[src/ilst_pkg.sv]
// ----------------------------------------------------------------------------
// ilst_pkg
// Shared types and constants of the indexed list store: request and response
// payloads, action and status codes, and the classification of a request.
// ----------------------------------------------------------------------------
`default_nettype none

package ilst_pkg;

  localparam int unsigned Capacity = 64;

  localparam logic [2:0] ActRead    = 3'd0;
  localparam logic [2:0] ActInsHead = 3'd1;
  localparam logic [2:0] ActInsTail = 3'd2;
  localparam logic [2:0] ActInsPos  = 3'd3;
  localparam logic [2:0] ActDelete  = 3'd4;

  localparam logic [1:0] StDone  = 2'd0;
  localparam logic [1:0] StRange = 2'd1;
  localparam logic [1:0] StFull  = 2'd2;

  localparam logic signed [31:0] MissValue = -32'sd1;

  typedef struct packed {
    logic [2:0]         action;
    logic [6:0]         position;
    logic signed [31:0] value;
  } req_t;

  typedef struct packed {
    logic signed [31:0] read_value;
    logic [1:0]         status;
    logic [6:0]         list_length;
  } rsp_t;

  typedef enum logic [2:0] {
    KindRead   = 3'd0,
    KindInsert = 3'd1,
    KindDelete = 3'd2,
    KindRange  = 3'd3,
    KindFull   = 3'd4,
    KindNop    = 3'd5
  } kind_e;

  typedef struct packed {
    logic load;
    logic decide_rd;
    logic shift_rd;
    logic shift_wr;
    logic finish;
    logic rsp_load;
  } cmd_t;

  typedef struct packed {
    kind_e kind;
    logic  more;
  } stat_t;

endpackage

`default_nettype wire

[src/indexed_list_store.sv]
// ----------------------------------------------------------------------------
// indexed_list_store
// Ordered list of signed 32-bit values with bounded capacity: read, insert
// at head, tail or position, and delete at position, one response per request.
// ----------------------------------------------------------------------------
// The list lives in a single memory kept in position order, so an insert or
// a delete moves every element behind the affected position by one slot,
// one element per read and write pair on the memory port. The next request
// is taken only once the block is back in its idle state, after the current
// one has been handed to the output register. A finished response waits in
// the output register while the next request is already being worked on.
`default_nettype none

module indexed_list_store #(
  parameter int unsigned Capacity = ilst_pkg::Capacity
) (
  input  wire logic           clk_i,
  input  wire logic           rst_ni,
  input  wire logic           in_valid_i,
  output logic                in_stall_o,
  input  wire ilst_pkg::req_t in_req_i,
  output logic                out_valid_o,
  input  wire logic           out_stall_i,
  output ilst_pkg::rsp_t      out_rsp_o
);

  ilst_pkg::cmd_t  cmd;
  ilst_pkg::stat_t stat;

  ilst_ctrl u_ctrl (
    .clk_i       (clk_i),
    .rst_ni      (rst_ni),
    .in_valid_i  (in_valid_i),
    .in_stall_o  (in_stall_o),
    .out_valid_o (out_valid_o),
    .out_stall_i (out_stall_i),
    .stat_i      (stat),
    .cmd_o       (cmd)
  );

  ilst_datapath #(
    .Capacity (Capacity)
  ) u_datapath (
    .clk_i     (clk_i),
    .rst_ni    (rst_ni),
    .in_req_i  (in_req_i),
    .cmd_i     (cmd),
    .stat_o    (stat),
    .out_rsp_o (out_rsp_o)
  );

endmodule

`default_nettype wire

[src/ilst_datapath.sv]
// ----------------------------------------------------------------------------
// ilst_datapath
// Element memory, element count, request registers and the shift pointer.
// Moves one element per read and write pair on command of the controller.
// ----------------------------------------------------------------------------
`default_nettype none

module ilst_datapath #(
  parameter int unsigned Capacity = ilst_pkg::Capacity
) (
  input  wire logic          clk_i,
  input  wire logic          rst_ni,
  input  wire ilst_pkg::req_t in_req_i,
  input  wire ilst_pkg::cmd_t cmd_i,
  output ilst_pkg::stat_t     stat_o,
  output ilst_pkg::rsp_t      out_rsp_o
);

  localparam int unsigned AW = $clog2(Capacity);
  localparam int unsigned CW = $clog2(Capacity + 1);
  localparam int unsigned MW = (CW > 7) ? CW : 7;

  logic signed [31:0] mem [Capacity];

  logic [CW-1:0]      count_q, count_d;
  logic [CW-1:0]      idx_q, idx_d;
  logic [CW-1:0]      epos_q;
  ilst_pkg::kind_e    kind_q;
  logic signed [31:0] value_q;
  logic signed [31:0] rdata_q;
  ilst_pkg::rsp_t     rsp_q;

  logic [MW-1:0]      pos_ext;
  logic [MW-1:0]      cnt_ext;
  logic [MW-1:0]      ins_pos;
  logic [MW-1:0]      new_epos;
  ilst_pkg::kind_e    new_kind;
  logic               is_full;
  logic               is_ins;

  logic [CW-1:0]      src_idx;
  logic [CW-1:0]      raddr;
  logic [CW-1:0]      waddr;
  logic signed [31:0] wdata;
  logic               re;
  logic               we;
  logic [1:0]         rsp_status;

  assign pos_ext = MW'(in_req_i.position);
  assign cnt_ext = MW'(count_q);
  assign is_full = (count_q == CW'(Capacity));

  always_comb begin
    ins_pos  = '0;
    new_epos = pos_ext;
    is_ins   = 1'b0;
    new_kind = ilst_pkg::KindNop;
    unique case (in_req_i.action)
      ilst_pkg::ActRead: begin
        new_kind = (pos_ext < cnt_ext) ? ilst_pkg::KindRead : ilst_pkg::KindRange;
      end
      ilst_pkg::ActInsHead: begin
        ins_pos = '0;
        is_ins  = 1'b1;
      end
      ilst_pkg::ActInsTail: begin
        ins_pos = cnt_ext;
        is_ins  = 1'b1;
      end
      ilst_pkg::ActInsPos: begin
        ins_pos = pos_ext;
        is_ins  = 1'b1;
      end
      ilst_pkg::ActDelete: begin
        new_kind = (pos_ext < cnt_ext) ? ilst_pkg::KindDelete : ilst_pkg::KindRange;
      end
      default: begin
        new_kind = ilst_pkg::KindNop;
      end
    endcase
    if (is_ins) begin
      new_epos = ins_pos;
      if (ins_pos > cnt_ext) begin
        new_kind = ilst_pkg::KindRange;
      end else if (is_full) begin
        new_kind = ilst_pkg::KindFull;
      end else begin
        new_kind = ilst_pkg::KindInsert;
      end
    end
  end

  always_comb begin
    stat_o.kind = kind_q;
    if (kind_q == ilst_pkg::KindInsert) begin
      stat_o.more = (idx_q > epos_q);
    end else begin
      stat_o.more = ((CW + 1)'(idx_q) + (CW + 1)'(1)) < (CW + 1)'(count_q);
    end
  end

  assign src_idx = (kind_q == ilst_pkg::KindInsert) ? (idx_q - CW'(1)) : (idx_q + CW'(1));
  assign raddr   = cmd_i.shift_rd ? src_idx : epos_q;
  assign re      = cmd_i.decide_rd | cmd_i.shift_rd;
  assign we      = cmd_i.shift_wr | (cmd_i.finish & (kind_q == ilst_pkg::KindInsert));
  assign waddr   = cmd_i.shift_wr ? idx_q : epos_q;
  assign wdata   = cmd_i.shift_wr ? rdata_q : value_q;

  always_ff @(posedge clk_i) begin
    if (we) begin
      mem[waddr[AW-1:0]] <= wdata;
    end
    if (re) begin
      rdata_q <= mem[raddr[AW-1:0]];
    end
  end

  always_comb begin
    idx_d   = idx_q;
    count_d = count_q;
    if (cmd_i.load) begin
      idx_d = (new_kind == ilst_pkg::KindInsert) ? count_q : new_epos[CW-1:0];
    end else if (cmd_i.shift_wr) begin
      idx_d = src_idx;
    end
    if (cmd_i.finish) begin
      if (kind_q == ilst_pkg::KindInsert) begin
        count_d = count_q + CW'(1);
      end else if (kind_q == ilst_pkg::KindDelete) begin
        count_d = count_q - CW'(1);
      end
    end
  end

  always_ff @(posedge clk_i or negedge rst_ni) begin
    if (!rst_ni) begin
      count_q <= '0;
      idx_q   <= '0;
      kind_q  <= ilst_pkg::KindNop;
    end else begin
      count_q <= count_d;
      idx_q   <= idx_d;
      if (cmd_i.load) begin
        kind_q <= new_kind;
      end
    end
  end

  always_comb begin
    unique case (kind_q)
      ilst_pkg::KindRange: rsp_status = ilst_pkg::StRange;
      ilst_pkg::KindFull:  rsp_status = ilst_pkg::StFull;
      default:             rsp_status = ilst_pkg::StDone;
    endcase
  end

  always_ff @(posedge clk_i) begin
    if (cmd_i.load) begin
      epos_q  <= new_epos[CW-1:0];
      value_q <= in_req_i.value;
    end
    if (cmd_i.rsp_load) begin
      rsp_q.read_value  <= (kind_q == ilst_pkg::KindRead) ? rdata_q : ilst_pkg::MissValue;
      rsp_q.status      <= rsp_status;
      rsp_q.list_length <= cnt_ext[6:0];
    end
  end

  assign out_rsp_o = rsp_q;

  a_count_bound: assert property (@(posedge clk_i) disable iff (!rst_ni)
    count_q <= CW'(Capacity))
    else $error("element count exceeds capacity");

  a_write_addr: assert property (@(posedge clk_i) disable iff (!rst_ni)
    we |-> (waddr < CW'(Capacity)))
    else $error("memory write outside capacity");

  a_insert_src: assert property (@(posedge clk_i) disable iff (!rst_ni)
    (cmd_i.shift_rd && kind_q == ilst_pkg::KindInsert) |-> (idx_q != '0))
    else $error("insert shift source underflow");

  a_insert_count: assert property (@(posedge clk_i) disable iff (!rst_ni)
    (cmd_i.finish && kind_q == ilst_pkg::KindInsert) |=>
      (count_q == $past(count_q) + CW'(1)))
    else $error("insert did not grow the count");

endmodule

`default_nettype wire

[src/ilst_ctrl.sv]
// ----------------------------------------------------------------------------
// ilst_ctrl
// Request sequencer: accepts a request, steps the datapath through the
// element shifts and the final step, and hands the response to the output.
// ----------------------------------------------------------------------------
`default_nettype none

module ilst_ctrl (
  input  wire logic            clk_i,
  input  wire logic            rst_ni,
  input  wire logic            in_valid_i,
  output logic                 in_stall_o,
  output logic                 out_valid_o,
  input  wire logic            out_stall_i,
  input  wire ilst_pkg::stat_t stat_i,
  output ilst_pkg::cmd_t       cmd_o
);

  typedef enum logic [5:0] {
    StIdle   = 6'b000001,
    StDecide = 6'b000010,
    StShRd   = 6'b000100,
    StShWr   = 6'b001000,
    StFinal  = 6'b010000,
    StResp   = 6'b100000
  } state_e;

  state_e state_q, state_d;
  logic   out_valid_q, out_valid_d;
  logic   out_free;

  assign in_stall_o  = (state_q != StIdle);
  assign out_valid_o = out_valid_q;
  assign out_free    = !out_valid_q || !out_stall_i;

  always_comb begin
    state_d     = state_q;
    cmd_o       = '0;
    out_valid_d = out_valid_q && out_stall_i;
    unique case (state_q)
      StIdle: begin
        if (in_valid_i) begin
          cmd_o.load = 1'b1;
          state_d    = StDecide;
        end
      end
      StDecide: begin
        unique case (stat_i.kind)
          ilst_pkg::KindRead: begin
            cmd_o.decide_rd = 1'b1;
            state_d         = StFinal;
          end
          ilst_pkg::KindInsert, ilst_pkg::KindDelete: begin
            state_d = stat_i.more ? StShRd : StFinal;
          end
          default: begin
            state_d = StResp;
          end
        endcase
      end
      StShRd: begin
        cmd_o.shift_rd = 1'b1;
        state_d        = StShWr;
      end
      StShWr: begin
        cmd_o.shift_wr = 1'b1;
        state_d        = StDecide;
      end
      StFinal: begin
        cmd_o.finish = 1'b1;
        state_d      = StResp;
      end
      StResp: begin
        if (out_free) begin
          cmd_o.rsp_load = 1'b1;
          out_valid_d    = 1'b1;
          state_d        = StIdle;
        end
      end
      default: begin
        state_d = StIdle;
      end
    endcase
  end

  always_ff @(posedge clk_i or negedge rst_ni) begin
    if (!rst_ni) begin
      state_q     <= StIdle;
      out_valid_q <= 1'b0;
    end else begin
      state_q     <= state_d;
      out_valid_q <= out_valid_d;
    end
  end

endmodule

`default_nettype wire
[config.mk]
export PLATFORM = sky130hd
export DESIGN_NAME = indexed_list_store
export DESIGN_NICKNAME = d
export VERILOG_FILES = /design/src/ilst_pkg.sv /design/src/indexed_list_store.sv /design/src/ilst_datapath.sv /design/src/ilst_ctrl.sv
export SDC_FILE = /design/constraint.sdc
export NUM_CORES = 2
export LEC_CHECK = 0
export BUFFER_PORTS_ARGS = -buffer_cell sky130_fd_sc_hd__buf_2
export CAP_MARGIN = 10
export CORE_UTILIZATION = 35
export DETAILED_ROUTE_END_ITERATION = 10
export GPL_ROUTABILITY_DRIVEN = 1
export PLACE_DENSITY = 0.55
export SETUP_SLACK_MARGIN = 0.3
export SYNTH_ARGS = -nofsm -noshare
export SYNTH_HDL_FRONTEND = slang
export SYNTH_HIERARCHICAL = 1
export SYNTH_SLANG_ARGS = --single-unit
[constraint.sdc]
create_clock -name clk_i -period 11.75 [get_ports clk_i]
set_input_delay 1.7625 -clock clk_i [delete_from_list [all_inputs] [get_ports clk_i]]
set_output_delay 1.7625 -clock clk_i [all_outputs]
set_load 0.1 [all_outputs]
# Word level (Yosys, flattened, before mapping)
# Memories as Yosys holds them, arrays and structs flattened. A register that Yosys moved wholly into a read port is not among the register bits.
# Cells that the tools add are included.
# op_classes
n_addsub,5
n_eq_ne,19
magnitude_cmp,4
mux,38
bitwise,3
n_reduce_logical,12
# op_table
operator,n
two-way mux 7 bit,7
case mux 6 bit (6 select lines),1
two-way mux 32 bit,1
two-way mux 6 bit,4
two-way mux 1 bit,16
adder 7 x 1 -> 7 bit (second input constant),2
greater-than comparator 7 bit,2
case mux 7 bit (2 select lines),1
subtractor 7 x 1 -> 7 bit (second input constant),2
equality test 3 x 2 -> 1 bit (second input constant),4
case mux 6 bit (2 select lines),1
equality test 3 x 1 -> 1 bit (second input constant),3
two-way mux 3 bit,3
adder 7 x 1 -> 8 bit (second input constant),1
less-than comparator 8 x 7 -> 1 bit,1
equality test 7 bit (second input constant),1
less-than comparator 7 bit,1
equality test 3 bit (second input constant),2
equality test 6 x 1 -> 1 bit (second input constant),1
equality test 6 x 2 -> 1 bit (second input constant),1
equality test 6 x 3 -> 1 bit (second input constant),1
equality test 6 x 4 -> 1 bit (second input constant),1
equality test 6 x 5 -> 1 bit (second input constant),1
equality test 6 bit (second input constant),1
17 further kinds,22
# word_totals
ramBits,2048
inputBits,46
word_cells,92
n_memories,1
regBits,104
out_inout_bits,43
# memory_table
name,depth,width,read_ports,rd_ports_with_merged_regs,write_ports,line_no,rtl
u_datapath.mem,64,32,1,1,1,ilst_datapath.sv:23,logic signed [31:0] mem [Capacity];

# Longest topological paths before layout
# depth
word_depth,8
depth_mapped,16
depth_no_buf,11

# Cells and area by module
# Netlist, hierarchy kept.
# by_module_without_submodules
mod,seq_area_each_um2,area_per_inst_um2,cells_each,instances
ilst_datapath,65290.1,86675.6,5791,1
ilst_ctrl,176.4,421.7,46,1

# Worst setup path after synthesis
# Ideal clock, no wire load.
# synth_path
kind,input to register
startpoint,in in_valid_i
endpoint,reg u_datapath.idx_q[2]
slack_ps,7317
path_buffers,2
setup_ps,143
arrival_time_ps,4290
stages,5
required_ps,11607
path_cell_list,inv_1 nor2_1 clkbuf_1 clkbuf_1 o221ai_1
# synth_lines
item,line_no,rtl
from (decl),indexed_list_store.sv:19,"input wire logic in_valid_i,"
to (signal assigned),ilst_datapath.sv:142,idx_q <= idx_d;
to (decl),ilst_datapath.sv:26,"logic [CW-1:0] idx_q, idx_d;"

# Worst setup path in the final report
# layout_path
startpoint,reg u_datapath.kind_q[0]
endpoint,"reg u_datapath.rdata_q[26] (read register of u_datapath.mem), data pin"
# layout_between
elab_chain_cells,4
elab_cells_between_ends,7
classes_between,eq/ne: 1; mux: 4; bitwise: 1; reduce/logical: 1
# layout_rtl
item,line_no,rtl
from (decl),ilst_datapath.sv:28,ilst_pkg::kind_e kind_q;
from (signal assigned),ilst_datapath.sv:139,kind_q <= ilst_pkg::KindNop;
from (signal assigned),ilst_datapath.sv:144,kind_q <= new_kind;
zero test 3 bit,ilst_ctrl.sv:48,unique case (stat_i.kind)
two-way mux 1 bit,ilst_ctrl.sv:48,
two-way mux 1 bit,ilst_ctrl.sv:40,unique case (state_q)
OR 1 bit,ilst_datapath.sv:104,assign re = cmd_i.decide_rd | cmd_i.shift_rd;
to (decl),ilst_datapath.sv:30,logic signed [31:0] rdata_q;
# Several ways; a longest one is shown, not always the timed one.
# A chain may end at the register's enable or synchronous reset.

==> flow_metrics.py <==
metrics = {
    "global_routing": {
        "grt_pass1_vias": 49353,
        "grt_usage_pct": 20.2,
        "antenna_found_initial": 20,
        "grt_pass1_wl_um": 365000,
        "grt_overflow": 0,
        "grt_max_degree": 176,
    },
    "timing": {
        "max_freq_ghz": 0.169,
        "rsz0062_at_grt": "false",
        "drv_slew": 0,
        "worst_slack_ns": 5.82,
        "final_hold_viol_count": 0,
        "max_slew.worst_pin.slew_ns": 1.34,
        "timing.setup.tns_ns": 0,
        "fin_crit_ns": 5.93,
        "slew-limit-headroom_pct": 10.3,
        "skew_ns": 0.0277,
        "setup_viol_count_final": 0,
        "timing.final.crit_share_pct": 50.5,
    },
    "floorplanning": {
        "core_area_mm2": 0.247,
        "num_io_pins": 89,
        "dieHeight_um": 501,
        "start_util_pct": 35.3,
        "num_rows": 182,
        "die_area_mm2": 0.251,
        "die_w_um": 501,
    },
    "cts": {
        "cts_max_level": 4,
        "cts_setup_buffers": 0,
        "cts-root-buf": "clkbuf_16",
        "hold_buffers": 0,
        "cts_tree": "done",
        "clock_latency_ns": 0.85,
        "cts_buffers": 223,
        "clk_path_buf_depth": 3,
        "post_cts_resized": 0,
        "path_clk_slew_ns": 0.06,
        "clock_sinks": 2184,
    },
    "detailed_routing": {
        "wl_met2_um": 120000,
        "dr_wl_met3_um": 20900,
        "dr.pass1.iters": 6,
        "drt-vias-per-instance": 5.44,
        "drt_iter0_drc": 6521,
        "ant_nets": 0,
        "highest_layer": "met5",
        "drc": 0,
        "vias": 51411,
        "met1_length_um": 107000,
        "wire_per_inst_um": 27.1,
        "routed_wl_um": 256000,
    },
    "final_layout": {
        "design_area_mm2": 0.0990,
        "fin_cells": 9447,
        "area_delta_synth_final_pct": 13.7,
        "fin_nets": 6030,
        "num-fill-cells": 22449,
        "final_layout_size_suffix_gt1_share_pct": 14.5,
    },
    "synthesis": {
        "synth.avg_cell_area_um2": 14.9,
        "yosysUniqueCellTypes": 76,
        "syn_area_mm2": 0.0871,
        "synth_edf_count": 2160,
        "async_reset_ff_share_pct": 1.10,
        "yosysWarnings": 6,
        "yosysSeqAreaShare_pct": 75.2,
        "ys_top_cells_by_area": "edfxtp_1 (74%), nand2_1 (6.2%), mux4_2 (5.1%)",
        "synth_nets": 5922,
        "synth_top_area_share_pct": 74.5,
        "synth_seq_cells": 2184,
        "synthesis.instances": 5837,
        "synth_flop_cell": "edfxtp_1",
        "synth_top_area_cell": "edfxtp_1",
    },
    "setup_path": {
        "path_class": "flip-flop to flip-flop",
        "max_stage_delay_ns": 0.78,
        "crit_family": "simple AND/OR/NAND/NOR gates",
        "crit_required_ns": 12.43,
        "cp_max_fo": 62,
        "arrival_ns": 6.61,
        "crit_slowest_cell": "buf_4",
        "cp_num_buf_inv": 4,
        "start_kind": "flip-flop",
        "cp-end-kind": "flip-flop",
        "path_cells": "inv_2, or3_1, inv_1, ha_1, xnor2_2, a21o_4, buf_4, buf_4, nand3_1, nand3_1, nand4_1, nand4_1",
    },
    "place": {
        "place_area_mm2": 0.0919,
        "dp_cells": 9030,
        "port_buffers": 88,
        "hpwl_um": 137000,
        "dp_slack_ns": 5.80,
        "gp_congestion": 0.848,
    },
    "power_and_ir_drop": {
        "p_per_area_mw_per_mm2": 209,
        "peakVddDrop_uv": 178,
        "combPwrFrac_pct": 21.6,
        "leakage_nw": 32.9,
        "p_int_mw": 14.4,
        "swShare_pct": 30.5,
        "seqPwrFrac_pct": 44.7,
        "p_sw_mw": 6.30,
        "p_clk_share_pct": 33.7,
    },
    "worst_hold_path": {
        "hold_class": "flip-flop to flip-flop",
    },
    "flow_run": {
        "maxCapViolations": 0,
    },
    "status": {
        "status": "complete, no violations",
    },
}
==> state kept, by name (all words and copies together), names as in the netlist <==
signal and cells:
u_datapath/mem 2048, u_datapath/out_rsp_o 41, u_datapath/rdata_q 32, u_datapath/value_q 32, u_datapath/cnt_ext 7, u_datapath/epos_q 7, u_datapath/idx_q 7, u_ctrl/state_q 6
u_datapath/kind_q 3, u_ctrl/out_valid_o 1
==> metal layers <==
metal	track usage [%]	up-vias
met2	31.9	2183
li1	-	22193
met5	0	-
met4	6.65	12
met1	28.3	26624
met3	3.19	399
==> stage by stage <==
step           total power, mW  util [%]  hold slack [ns]
4_1_cts                   20.8      40.1            0.511
5_1_grt                   21.4      40.2            0.546
3_3_place_gp              13.8      37.3            0.479
3_5_place_dp              13.9      37.3            0.501
6_report                  20.7      40.2            0.507
2_1_floorplan             12.1         -            0.464
==> power groups by stage <==
stage	Clock, mW	Combinational, mW	Sequential [mW]
2_1_floorplan	0	2.73	9.40
3_3_place_gp	0	4.42	9.39
3_5_place_dp	0	4.47	9.39
4_1_cts	7.07	4.47	9.23
5_1_grt	7.37	4.78	9.23
6_report	6.97	4.46	9.23
==> area by class of cell <==
cell class	instances	area, um2	share of cell area, %
flip-flops and latches	2184	65500	66.1
multi-input cells	3272	20400	20.6
clock buffers	274	5910	5.97
well taps	3312	4140	4.18
repair buffers	243	1750	1.77
clock inverters	138	1220	1.23
inverters	21	78.8	0.0796
diodes	3	7.51	0.00758
==> final timing paths <==
path                                      start                     end  slack (ns)  cells past startpoint
setup / recovery           u_datapath/kind_q[0]  u_datapath/rdata_q[26]        5.82                     12
hold / removal                u_ctrl/state_q[1]       u_ctrl/state_q[1]        0.51                      1
setup reg to reg           u_datapath/kind_q[0]  u_datapath/rdata_q[26]        5.82                     12
hold reg to reg               u_ctrl/state_q[1]       u_ctrl/state_q[1]        0.51                      1
max in group asynchronous                rst_ni     u_datapath/idx_q[0]       10.43                      1
min in group asynchronous                rst_ni       u_ctrl/state_q[1]        0.93                      1
==> synth_stat cells, types with 6 or more instances <==
cell and instances:
inv_1 20, a32oi_1 6, nor2_1 95, ha_1 37
buf_4 17, a311oi_1 46, a221oi_1 7, xnor2_1 9
o211a_1 6, a32o_1 7, and3_1 119, o21ai_0 62
a21o_1 19, nand2_1 1443, a211oi_1 8, nor2b_1 7
mux2_2 33, nand3_1 858, buf_2 167, mux4_2 198
xor2_1 10, buf_1 61, nand4_1 60, a21oi_1 33
mux2i_1 53, o21a_1 8, buf_6 8, a311o_1 23
clkbuf_1 107, nor4_2 6, edfxtp_1 2160, nand2b_1 37
dfrtp_1 21
==> cell usage in the layout (no fill, tap or decap), types with 60 or more instances in the layout <==
master / instances
edfxtp_1: 2160
nand2_1: 1442
nand3_1: 858
clkbuf_16: 229
mux4_2: 198
buf_4: 142
and3_1: 119
buf_2: 88
nor2_4: 65
o21ai_0: 62
nand4_1: 60
==> kinds of logic after synthesis <==
| family | count (synthesis) | share of synthesized area, % |
|---|---|---|
| xor+xnor | 20 | 0.210 |
| flops | 2184 | 75.2 |
| buf+inv | 381 | 2.02 |
| mux | 286 | 6.19 |
| fa+ha+maj | 39 | 0.577 |
| compound gates | 268 | 2.30 |
| simple gates | 2659 | 13.5 |
Note: power is estimated with default switching activity, not from simulation.
